File: config.mk
export PLATFORM = sky130hd
export DESIGN_NAME = spi_psram_frame_builder
export DESIGN_NICKNAME = d
export VERILOG_FILES = /design/src/hdl/spf_pkg.sv /design/src/hdl/spi_psram_frame_builder.sv /design/src/hdl/spf_front.sv /design/src/hdl/spf_queue.sv /design/src/hdl/spf_back.sv
export VERILOG_INCLUDE_DIRS = /design/src /design/src/hdl
export SDC_FILE = /design/constraint.sdc
export NUM_CORES = 1
export LEC_CHECK = 0
export BUFFER_PORTS_ARGS = -buffer_cell sky130_fd_sc_hd__clkbuf_2
export CAP_MARGIN = 20
export CORE_UTILIZATION = 44
export DETAILED_ROUTE_END_ITERATION = 8
export PLACE_DENSITY_LB_ADDON = 0.1
export SLEW_MARGIN = 20
export SYNTH_ARGS = -nofsm -noshare
export SYNTH_HDL_FRONTEND = slang
export SYNTH_HIERARCHICAL = 1
export SYNTH_SLANG_ARGS = --single-unit
export TNS_END_PERCENT = 20
File: constraint.sdc
create_clock -name clk -period 10.5 [get_ports clk]
set_clock_uncertainty 0.2 [all_clocks]
set_input_delay 3.15 -clock clk [delete_from_list [all_inputs] [get_ports clk]]
set_output_delay 3.15 -clock clk [all_outputs]
set_load 0.02 [all_outputs]
File: src/hdl/spi_psram_frame_builder_assert.svh
// Assertion macros for the SPI PSRAM frame builder.
`ifndef SPI_PSRAM_FRAME_BUILDER_ASSERT_SVH
`define SPI_PSRAM_FRAME_BUILDER_ASSERT_SVH

`ifndef SYNTHESIS

`define SPF_ASSERT_IMP(lbl, clk, rstn, ante, cons, msg) \
    lbl: assert property (@(posedge clk) disable iff (!rstn) (ante) |-> (cons)) \
        else $error(msg);

`define SPF_ASSERT_NXT(lbl, clk, rstn, ante, cons, msg) \
    lbl: assert property (@(posedge clk) disable iff (!rstn) (ante) |=> (cons)) \
        else $error(msg);

`else

`define SPF_ASSERT_IMP(lbl, clk, rstn, ante, cons, msg)

`define SPF_ASSERT_NXT(lbl, clk, rstn, ante, cons, msg)

`endif

`endif

File: src/hdl/spf_pkg.sv
// Types, constants and codes shared by the SPI PSRAM frame builder.
`timescale 1ns / 1ps

package spf_pkg;

    localparam int ADDR_BITS   = 24;
    localparam int CHUNK_BITS  = 5;
    localparam int QDEPTH      = 4;
    localparam int QPTR_W      = $clog2(QDEPTH);
    localparam int QCNT_W      = $clog2(QDEPTH + 1);
    localparam int SEQ_W       = 3;

    localparam logic [7:0] OP_WRITE        = 8'h02;
    localparam logic [7:0] OP_FAST_READ    = 8'h0B;
    localparam logic [7:0] OP_READ_ID      = 8'h9F;
    localparam logic [7:0] OP_RESET_ENABLE = 8'h66;
    localparam logic [7:0] OP_RESET        = 8'h99;
    localparam logic [7:0] FILL_BYTE       = 8'hFF;
    localparam logic [7:0] ZERO_BYTE       = 8'h00;

    localparam logic [CHUNK_BITS-1:0] CHUNK_AT_RESET = CHUNK_BITS'(20);

    typedef enum logic [1:0] {
        ACT_WRITE = 2'd0,
        ACT_READ  = 2'd1,
        ACT_RESET = 2'd2,
        ACT_ID    = 2'd3
    } spf_action_t;

    typedef enum logic [1:0] {
        ROLE_NONE = 2'd0,
        ROLE_DATA = 2'd1,
        ROLE_MFR  = 2'd2,
        ROLE_KGD  = 2'd3
    } spf_role_t;

    typedef struct packed {
        logic [1:0]           action;
        logic [ADDR_BITS-1:0] start_address;
        logic [7:0]           write_byte;
        logic                 first_of_transfer;
        logic                 last_of_transfer;
    } spf_in_item_t;

    typedef struct packed {
        logic [7:0] tx_byte;
        logic       frame_end;
        logic [1:0] rx_role;
        logic       last_result;
    } spf_out_item_t;

    typedef struct packed {
        spf_action_t          action;
        logic                 hdr;
        logic [ADDR_BITS-1:0] addr;
        logic [7:0]           data;
        logic                 close;
    } spf_desc_t;

    typedef struct packed {
        logic full;
        logic empty;
    } spf_qstat_t;

endpackage

File: src/hdl/spi_psram_frame_builder.sv
// Top level of the SPI PSRAM frame builder.
//
//  channel   | handshake               | payload
//  ----------+-------------------------+------------------------------------
//  item      | item_valid / item_stall | spf_in_item_t  (transfer requests)
//  spi       | spi_valid  / spi_stall  | spf_out_item_t (bytes for MOSI)
//  cfg       | cfg_valid  / cfg_ready  | cfg_data       (chunk_bytes)
//
// One item is taken per cycle while the four-entry descriptor queue has room.
// The byte sequencer emits one byte per cycle unless spi stalls; an item
// is 1 to 6 bytes: 1 for a data byte inside a frame, 5 or 6 with a header.
// Reset clears the frame state, the queue and the output valid; chunk_bytes
// returns to 20. A stall on spi holds the output register and fills the queue.
`timescale 1ns / 1ps

module spi_psram_frame_builder (
    input  logic                   clk,
    input  logic                   rst_n,
    input  logic                   item_valid,
    output logic                   item_stall,
    input  spf_pkg::spf_in_item_t  item,
    output logic                   spi_valid,
    input  logic                   spi_stall,
    output spf_pkg::spf_out_item_t spi,
    input  logic                   cfg_valid,
    output logic                   cfg_ready,
    input  logic [4:0]             cfg_data
);
    import spf_pkg::*;

    spf_qstat_t qstat;
    spf_desc_t  push_desc;
    spf_desc_t  head;
    logic       push;
    logic       pop;

    spf_front u_front (
        .clk        (clk),
        .rst_n      (rst_n),
        .item_valid (item_valid),
        .item_stall (item_stall),
        .item       (item),
        .cfg_valid  (cfg_valid),
        .cfg_ready  (cfg_ready),
        .cfg_data   (cfg_data),
        .qstat      (qstat),
        .push       (push),
        .push_desc  (push_desc)
    );

    spf_queue u_queue (
        .clk       (clk),
        .rst_n     (rst_n),
        .push      (push),
        .push_desc (push_desc),
        .pop       (pop),
        .head      (head),
        .qstat     (qstat)
    );

    spf_back u_back (
        .clk       (clk),
        .rst_n     (rst_n),
        .head      (head),
        .qstat     (qstat),
        .pop       (pop),
        .spi_valid (spi_valid),
        .spi_stall (spi_stall),
        .spi       (spi)
    );

endmodule

File: src/hdl/spf_front.sv
// Front end: accepts items, tracks frame state and classifies each item.
`timescale 1ns / 1ps
`include "spi_psram_frame_builder_assert.svh"

module spf_front (
    input  logic                    clk,
    input  logic                    rst_n,
    input  logic                    item_valid,
    output logic                    item_stall,
    input  spf_pkg::spf_in_item_t   item,
    input  logic                    cfg_valid,
    output logic                    cfg_ready,
    input  logic [4:0]              cfg_data,
    input  spf_pkg::spf_qstat_t     qstat,
    output logic                    push,
    output spf_pkg::spf_desc_t      push_desc
);
    import spf_pkg::*;

    logic [CHUNK_BITS-1:0] chunk_reg;
    logic [ADDR_BITS-1:0]  addr_reg;
    logic [ADDR_BITS-1:0]  addr_next;
    logic [CHUNK_BITS-1:0] bytes_reg;
    logic [CHUNK_BITS-1:0] bytes_next;
    logic                  open_reg;
    logic                  open_next;

    logic [ADDR_BITS-1:0]  addr_eff;
    logic                  open_eff;
    logic [CHUNK_BITS-1:0] cnt_eff;
    logic [CHUNK_BITS-1:0] cnt_new;
    logic [CHUNK_BITS-1:0] limit;
    logic                  close;
    logic                  is_data;

    assign cfg_ready  = 1'b1;
    assign item_stall = qstat.full;
    assign push       = item_valid && !qstat.full;

    always_comb
    begin
        is_data  = (item.action == ACT_WRITE) || (item.action == ACT_READ);
        addr_eff = item.first_of_transfer ? item.start_address : addr_reg;
        open_eff = item.first_of_transfer ? 1'b0 : open_reg;
        cnt_eff  = open_eff ? bytes_reg : '0;
        cnt_new  = cnt_eff + CHUNK_BITS'(1);
        limit    = (chunk_reg == '0) ? CHUNK_BITS'(1) : chunk_reg;
        close    = item.last_of_transfer || (cnt_new >= limit);

        push_desc.action = spf_action_t'(item.action);
        push_desc.hdr    = !open_eff;
        push_desc.addr   = addr_eff;
        push_desc.data   = item.write_byte;
        push_desc.close  = close;

        addr_next  = addr_reg;
        bytes_next = bytes_reg;
        open_next  = open_reg;
        if (push)
        begin
            if (is_data)
            begin
                addr_next  = addr_eff + ADDR_BITS'(1);
                open_next  = !close;
                bytes_next = close ? '0 : cnt_new;
            end
            else
            begin
                open_next  = 1'b0;
                bytes_next = '0;
            end
        end
    end

    always_ff @(posedge clk or negedge rst_n)
    begin
        if (!rst_n)
        begin
            chunk_reg <= CHUNK_AT_RESET;
            addr_reg  <= '0;
            bytes_reg <= '0;
            open_reg  <= 1'b0;
        end
        else
        begin
            if (cfg_valid && cfg_ready)
            begin
                chunk_reg <= cfg_data;
            end
            addr_reg  <= addr_next;
            bytes_reg <= bytes_next;
            open_reg  <= open_next;
        end
    end

    `SPF_ASSERT_IMP(a_closed_count_zero, clk, rst_n, !open_reg, bytes_reg == '0, "count set while no frame is open")
    `SPF_ASSERT_IMP(a_open_count_room, clk, rst_n, open_reg, bytes_reg != '1, "open frame holds a full count")

endmodule

File: src/hdl/spf_queue.sv
// Short descriptor queue between the front end and the byte sequencer.
`timescale 1ns / 1ps
`include "spi_psram_frame_builder_assert.svh"

module spf_queue (
    input  logic                clk,
    input  logic                rst_n,
    input  logic                push,
    input  spf_pkg::spf_desc_t  push_desc,
    input  logic                pop,
    output spf_pkg::spf_desc_t  head,
    output spf_pkg::spf_qstat_t qstat
);
    import spf_pkg::*;

    spf_desc_t          slot_reg [QDEPTH];
    logic [QPTR_W-1:0]  wr_reg;
    logic [QPTR_W-1:0]  rd_reg;
    logic [QCNT_W-1:0]  cnt_reg;
    logic [QCNT_W-1:0]  cnt_next;

    assign head        = slot_reg[rd_reg];
    assign qstat.full  = (cnt_reg == QCNT_W'(QDEPTH));
    assign qstat.empty = (cnt_reg == '0);

    always_comb
    begin
        cnt_next = cnt_reg;
        if (push && !pop)
        begin
            cnt_next = cnt_reg + QCNT_W'(1);
        end
        else if (pop && !push)
        begin
            cnt_next = cnt_reg - QCNT_W'(1);
        end
    end

    always_ff @(posedge clk)
    begin
        if (push)
        begin
            slot_reg[wr_reg] <= push_desc;
        end
    end

    always_ff @(posedge clk or negedge rst_n)
    begin
        if (!rst_n)
        begin
            wr_reg  <= '0;
            rd_reg  <= '0;
            cnt_reg <= '0;
        end
        else
        begin
            if (push)
            begin
                wr_reg <= wr_reg + QPTR_W'(1);
            end
            if (pop)
            begin
                rd_reg <= rd_reg + QPTR_W'(1);
            end
            cnt_reg <= cnt_next;
        end
    end

    `SPF_ASSERT_IMP(a_no_push_full, clk, rst_n, push, !qstat.full, "push into a full queue")
    `SPF_ASSERT_IMP(a_no_pop_empty, clk, rst_n, pop, !qstat.empty, "pop from an empty queue")

endmodule

File: src/hdl/spf_back.sv
// Back end: expands each descriptor into SPI bytes through an output register.
`timescale 1ns / 1ps
`include "spi_psram_frame_builder_assert.svh"

module spf_back (
    input  logic                  clk,
    input  logic                  rst_n,
    input  spf_pkg::spf_desc_t    head,
    input  spf_pkg::spf_qstat_t   qstat,
    output logic                  pop,
    output logic                  spi_valid,
    input  logic                  spi_stall,
    output spf_pkg::spf_out_item_t spi
);
    import spf_pkg::*;

    logic [SEQ_W-1:0] idx_reg;
    logic [SEQ_W-1:0] idx_next;
    logic             valid_reg;
    logic             valid_next;
    spf_out_item_t    out_reg;
    spf_out_item_t    cur;
    logic [SEQ_W-1:0] data_idx;
    logic [SEQ_W-1:0] last_idx;
    logic             is_read;
    logic             load;
    logic             have;

    assign spi_valid = valid_reg;
    assign spi       = out_reg;

    always_comb
    begin
        is_read  = (head.action == ACT_READ);
        data_idx = head.hdr ? (is_read ? SEQ_W'(5) : SEQ_W'(4)) : '0;
        case (head.action)
            ACT_RESET: last_idx = SEQ_W'(1);
            ACT_ID:    last_idx = SEQ_W'(5);
            default:   last_idx = data_idx;
        endcase

        cur.tx_byte     = FILL_BYTE;
        cur.frame_end   = 1'b0;
        cur.rx_role     = ROLE_NONE;
        cur.last_result = (idx_reg == last_idx);
        case (head.action)
            ACT_RESET:
            begin
                cur.tx_byte   = (idx_reg == '0) ? OP_RESET_ENABLE : OP_RESET;
                cur.frame_end = 1'b1;
            end
            ACT_ID:
            begin
                case (idx_reg)
                    SEQ_W'(0): cur.tx_byte = OP_READ_ID;
                    SEQ_W'(4): cur.rx_role = ROLE_MFR;
                    SEQ_W'(5):
                    begin
                        cur.rx_role   = ROLE_KGD;
                        cur.frame_end = 1'b1;
                    end
                    default:   cur.tx_byte = ZERO_BYTE;
                endcase
            end
            default:
            begin
                if (idx_reg == data_idx)
                begin
                    cur.tx_byte   = is_read ? FILL_BYTE : head.data;
                    cur.frame_end = head.close;
                    cur.rx_role   = is_read ? ROLE_DATA : ROLE_NONE;
                end
                else
                begin
                    case (idx_reg)
                        SEQ_W'(0): cur.tx_byte = is_read ? OP_FAST_READ : OP_WRITE;
                        SEQ_W'(1): cur.tx_byte = head.addr[16 +: 8];
                        SEQ_W'(2): cur.tx_byte = head.addr[8 +: 8];
                        SEQ_W'(3): cur.tx_byte = head.addr[0 +: 8];
                        default:   cur.tx_byte = FILL_BYTE;
                    endcase
                end
            end
        endcase

        have       = !qstat.empty;
        load       = !valid_reg || !spi_stall;
        pop        = load && have && cur.last_result;
        valid_next = valid_reg;
        idx_next   = idx_reg;
        if (load)
        begin
            valid_next = have;
            if (have)
            begin
                idx_next = cur.last_result ? '0 : idx_reg + SEQ_W'(1);
            end
        end
    end

    always_ff @(posedge clk)
    begin
        if (load && have)
        begin
            out_reg <= cur;
        end
    end

    always_ff @(posedge clk or negedge rst_n)
    begin
        if (!rst_n)
        begin
            valid_reg <= 1'b0;
            idx_reg   <= '0;
        end
        else
        begin
            valid_reg <= valid_next;
            idx_reg   <= idx_next;
        end
    end

    `SPF_ASSERT_IMP(a_idx_in_range, clk, rst_n, !qstat.empty, idx_reg <= last_idx, "byte index beyond item length")
    `SPF_ASSERT_NXT(a_pop_restarts, clk, rst_n, pop, idx_reg == '0, "byte index not cleared after pop")

endmodule

==> impl_metrics.py <==
metrics = {
    "sta": {
        "max_freq_mhz": 171.4,
        "finalCritPeriodShare_pct": 55.56,
        "unrepaired_setup_endpoints_after_global_routing": "no",
        "relSlewSlack_pct": 47.61,
        "setup_viol": 0,
        "totalNegativeSetupSlack_ps": 0,
        "transition_at_the_pin_with_the_smallest_max_transition_slack_ps": 785.9,
        "slew_viol_final": 0,
        "report.final.hold_viol_count": 0,
        "fin_crit_ps": 5834,
    },
    "detailed_routing": {
        "vias_per_cell": 5.561,
        "finalWirelength_um": 18450,
        "first_iter_violations": 305,
        "route.detailed.wl_per_inst_um": 19.16,
        "drt_pass1_iterations": 5,
        "remaining_antenna_violation_count_after_routing": 0,
        "post-route-drc-count": 0,
        "vias": 5355,
    },
    "grt": {
        "grt_pass1_wl_um": 29840,
        "grt_start_max_net_pins": 50,
        "total_track_usage_pct": 17.90,
        "number_of_antenna_violations_at_the_first_check_in_global_routing": 0,
        "grt.overflow.total": 0,
        "first_global_vias": 5423,
    },
    "clock_tree": {
        "cts_inserted_buffers": 22,
        "clkTransAtPathRegs_ps": 60,
        "clock_path_buffers": 3,
        "ctsHoldBuffers": 0,
        "cts_tree": "yes",
        "numClockSinks": 202,
        "ctsRootBufferMaster": "sky130_fd_sc_hd__clkbuf_16",
        "post_cts.resized_instances": 0,
        "post-cts-setup-buffer-count": 0,
        "htree_levels": 1,
        "worst_skew_pair.late_latency_ps": 500,
    },
    "layout": {
        "area_growth_pct": 12.56,
        "fin_nets": 741,
        "multi_input_area_um2": 3075,
        "utilization_pct": 51.15,
        "ff_latch_area_um2": 5839,
        "antenna_cells": 0,
        "post_route_cells_drive_above_1_share_pct": 24.24,
        "mostFrequentLayoutCells": "sky130_fd_sc_hd__edfxtp_1, sky130_fd_sc_hd__nand2_1, sky130_fd_sc_hd__clkbuf_2",
        "mostFrequentLayoutCell": "sky130_fd_sc_hd__edfxtp_1",
        "largest_register_ffs": 144,
        "final_layout_fill_cell_count": 1753,
    },
    "synth": {
        "synthFlopType": "sky130_fd_sc_hd__edfxtp_1",
        "yosys.cell_types.count": 69,
        "number_of_register_bits_inferred_by_synthesis": 202,
        "synthesis.instances": 626,
        "synth_sequential_area_ratio_pct": 62.88,
        "netlist_area_um2": 9284,
        "yosysWarningCount": 6,
        "syn_area_per_cell_um2": 14.83,
        "synth_nets": 690,
        "synth-async-reset-ratio_pct": 22.77,
        "synth_enable_flop_cells": 156,
    },
    "setup_path": {
        "ff2ff_path_depth": 10,
        "setup.worst_path.start": "item[1]",
        "r2r-start": "u_queue/rd_reg[0]",
        "critical_path_destination": "u_front/bytes_reg[3]",
        "worst_setup_path_start_kind": "input port",
        "reg2reg_slack_ps": 6390,
        "timing.critical_path.to_type": "register",
        "arrival_time_worst_endpoint_ps": 6040,
        "crit_path_max_fanout": 49,
        "critical_path_required_ps": 10710,
        "timing.rr.end": "u_queue/cnt_reg[1]",
        "path_class": "input port to register",
    },
    "floorplanning": {
        "initial_utilization_pct": 45.44,
        "std_cell_rows": 52,
        "die_area_um2": 21680,
        "io-pin-count": 61,
        "design.core.area_um2": 20430,
        "floorplan.die.width_um": 147.3,
        "chipHeight_um": 147.3,
    },
    "run_status": {
        "run_status": "completed",
    },
    "place": {
        "gp_routability_congestion": 0.8217,
        "place.port_buffers": 59,
        "post-dp-hpwl_um": 11860,
    },
    "run": {
        "cap_violations": 0,
    },
    "power": {
        "power.density_cell_area_nw_per_um2": 279.6,
        "report.power.total_uw": 2922,
        "max_ir_drop_vdd_mv": 0.1166,
        "power_leakage_uw": 0.003949,
    },
    "min_path": {
        "worst_hold_path_type": "register to register",
    },
}
[area by class of cell]
class	count	area share, %
sequential	202	55.88
multi-input combinational	359	29.43
clock buffer	28	5.783
timing repair buffer	69	3.544
tap	270	3.233
clock inverter	12	1.305
inverter	23	0.8262
[cells by family (layout without fill, tap and decap cells)]
logic type                 count (synthesis)  count (layout)  synth area share [%]
adders and majority gates                 18              18                 2.507
DFF                                      202             202                 62.88
buffers and inverters                     65             132                 3.989
and+or+nand+nor                          151             151                 8.585
xor gates and xnor gates                  28              28                 2.642
other                                      1               1               0.04039
AOI/OAI and AO/OA                        101             101                 7.817
muxes                                     60              60                 11.54
[cells in the mapped netlist, drive strengths merged, types with 14 or more instances]
master / n / area share (%)
buf: 33 / 2.7
ha: 17 / 2.3
mux2: 16 / 1.9
edfxtp: 156 / 50
mux4: 36 / 8.7
nor2: 16 / 0.65
nand2: 64 / 2.6
nand3: 14 / 0.75
inv: 23 / 0.93
xor2: 15 / 1.4
dfrtp: 44 / 12
o21ai: 39 / 2.1
[power breakdown]
part	leakage (µW)	switching [µW]	internal (µW)
Combinational	0.00158	526	372
Clock	0.000360	301	480
Sequential	0.00201	110	1130
Total	0.00395	938	1980
[critical path: stages]
cell and delay [ps]:
sky130_fd_sc_hd__clkbuf_2 70, sky130_fd_sc_hd__buf_4 440, sky130_fd_sc_hd__nor2b_1 160, sky130_fd_sc_hd__and2_1 220
sky130_fd_sc_hd__ha_1 210, sky130_fd_sc_hd__nand3_1 100, sky130_fd_sc_hd__xor2_1 190, sky130_fd_sc_hd__nor2_1 70
sky130_fd_sc_hd__ha_1 230, sky130_fd_sc_hd__or4_1 520, sky130_fd_sc_hd__a211oi_2 270, sky130_fd_sc_hd__nor2_1 140
sky130_fd_sc_hd__o31ai_1 240
[how the worst min path moves through the flow]
stage | from | cells past startpoint | end
floorplan | u_front/open_reg | 2 | u_front/open_reg
global placement | u_front/addr_reg[23] | 2 | u_front/addr_reg[23]
detailed placement | u_front/open_reg | 2 | u_front/open_reg
CTS | u_front/open_reg | 2 | u_front/open_reg
global route | u_queue/cnt_reg[2] | 1 | u_queue/cnt_reg[2]
finish | u_front/open_reg | 2 | u_front/open_reg
[per-stage QoR]
step | instance area [µm²] | instances | hold WS [ps] | worst slack (ps)
2_1_floorplan | 9284 | 626 | 239.0 | 4613
3_3_place_gp | 9709 | 923 | 259.3 | 4232
3_5_place_dp | 9709 | 923 | 255.7 | 4147
4_1_cts | 10450 | 963 | 279.5 | 4674
5_1_grt | 10450 | 963 | 313.3 | 4402
6_report | 10450 | 963 | 279.6 | 4666
[routing by layer]
metal | vias up | track usage [%] | routed length (µm)
li1 | 2492 | - | -
met1 | 2705 | 25.34 | 8575
met2 | 136 | 29.10 | 8734
met3 | 22 | 2.857 | 858
met4 | 0 | 4.227 | 284
met5 | - | 0 | 0
No activity file was read; power rests on OpenSTA's default activity.
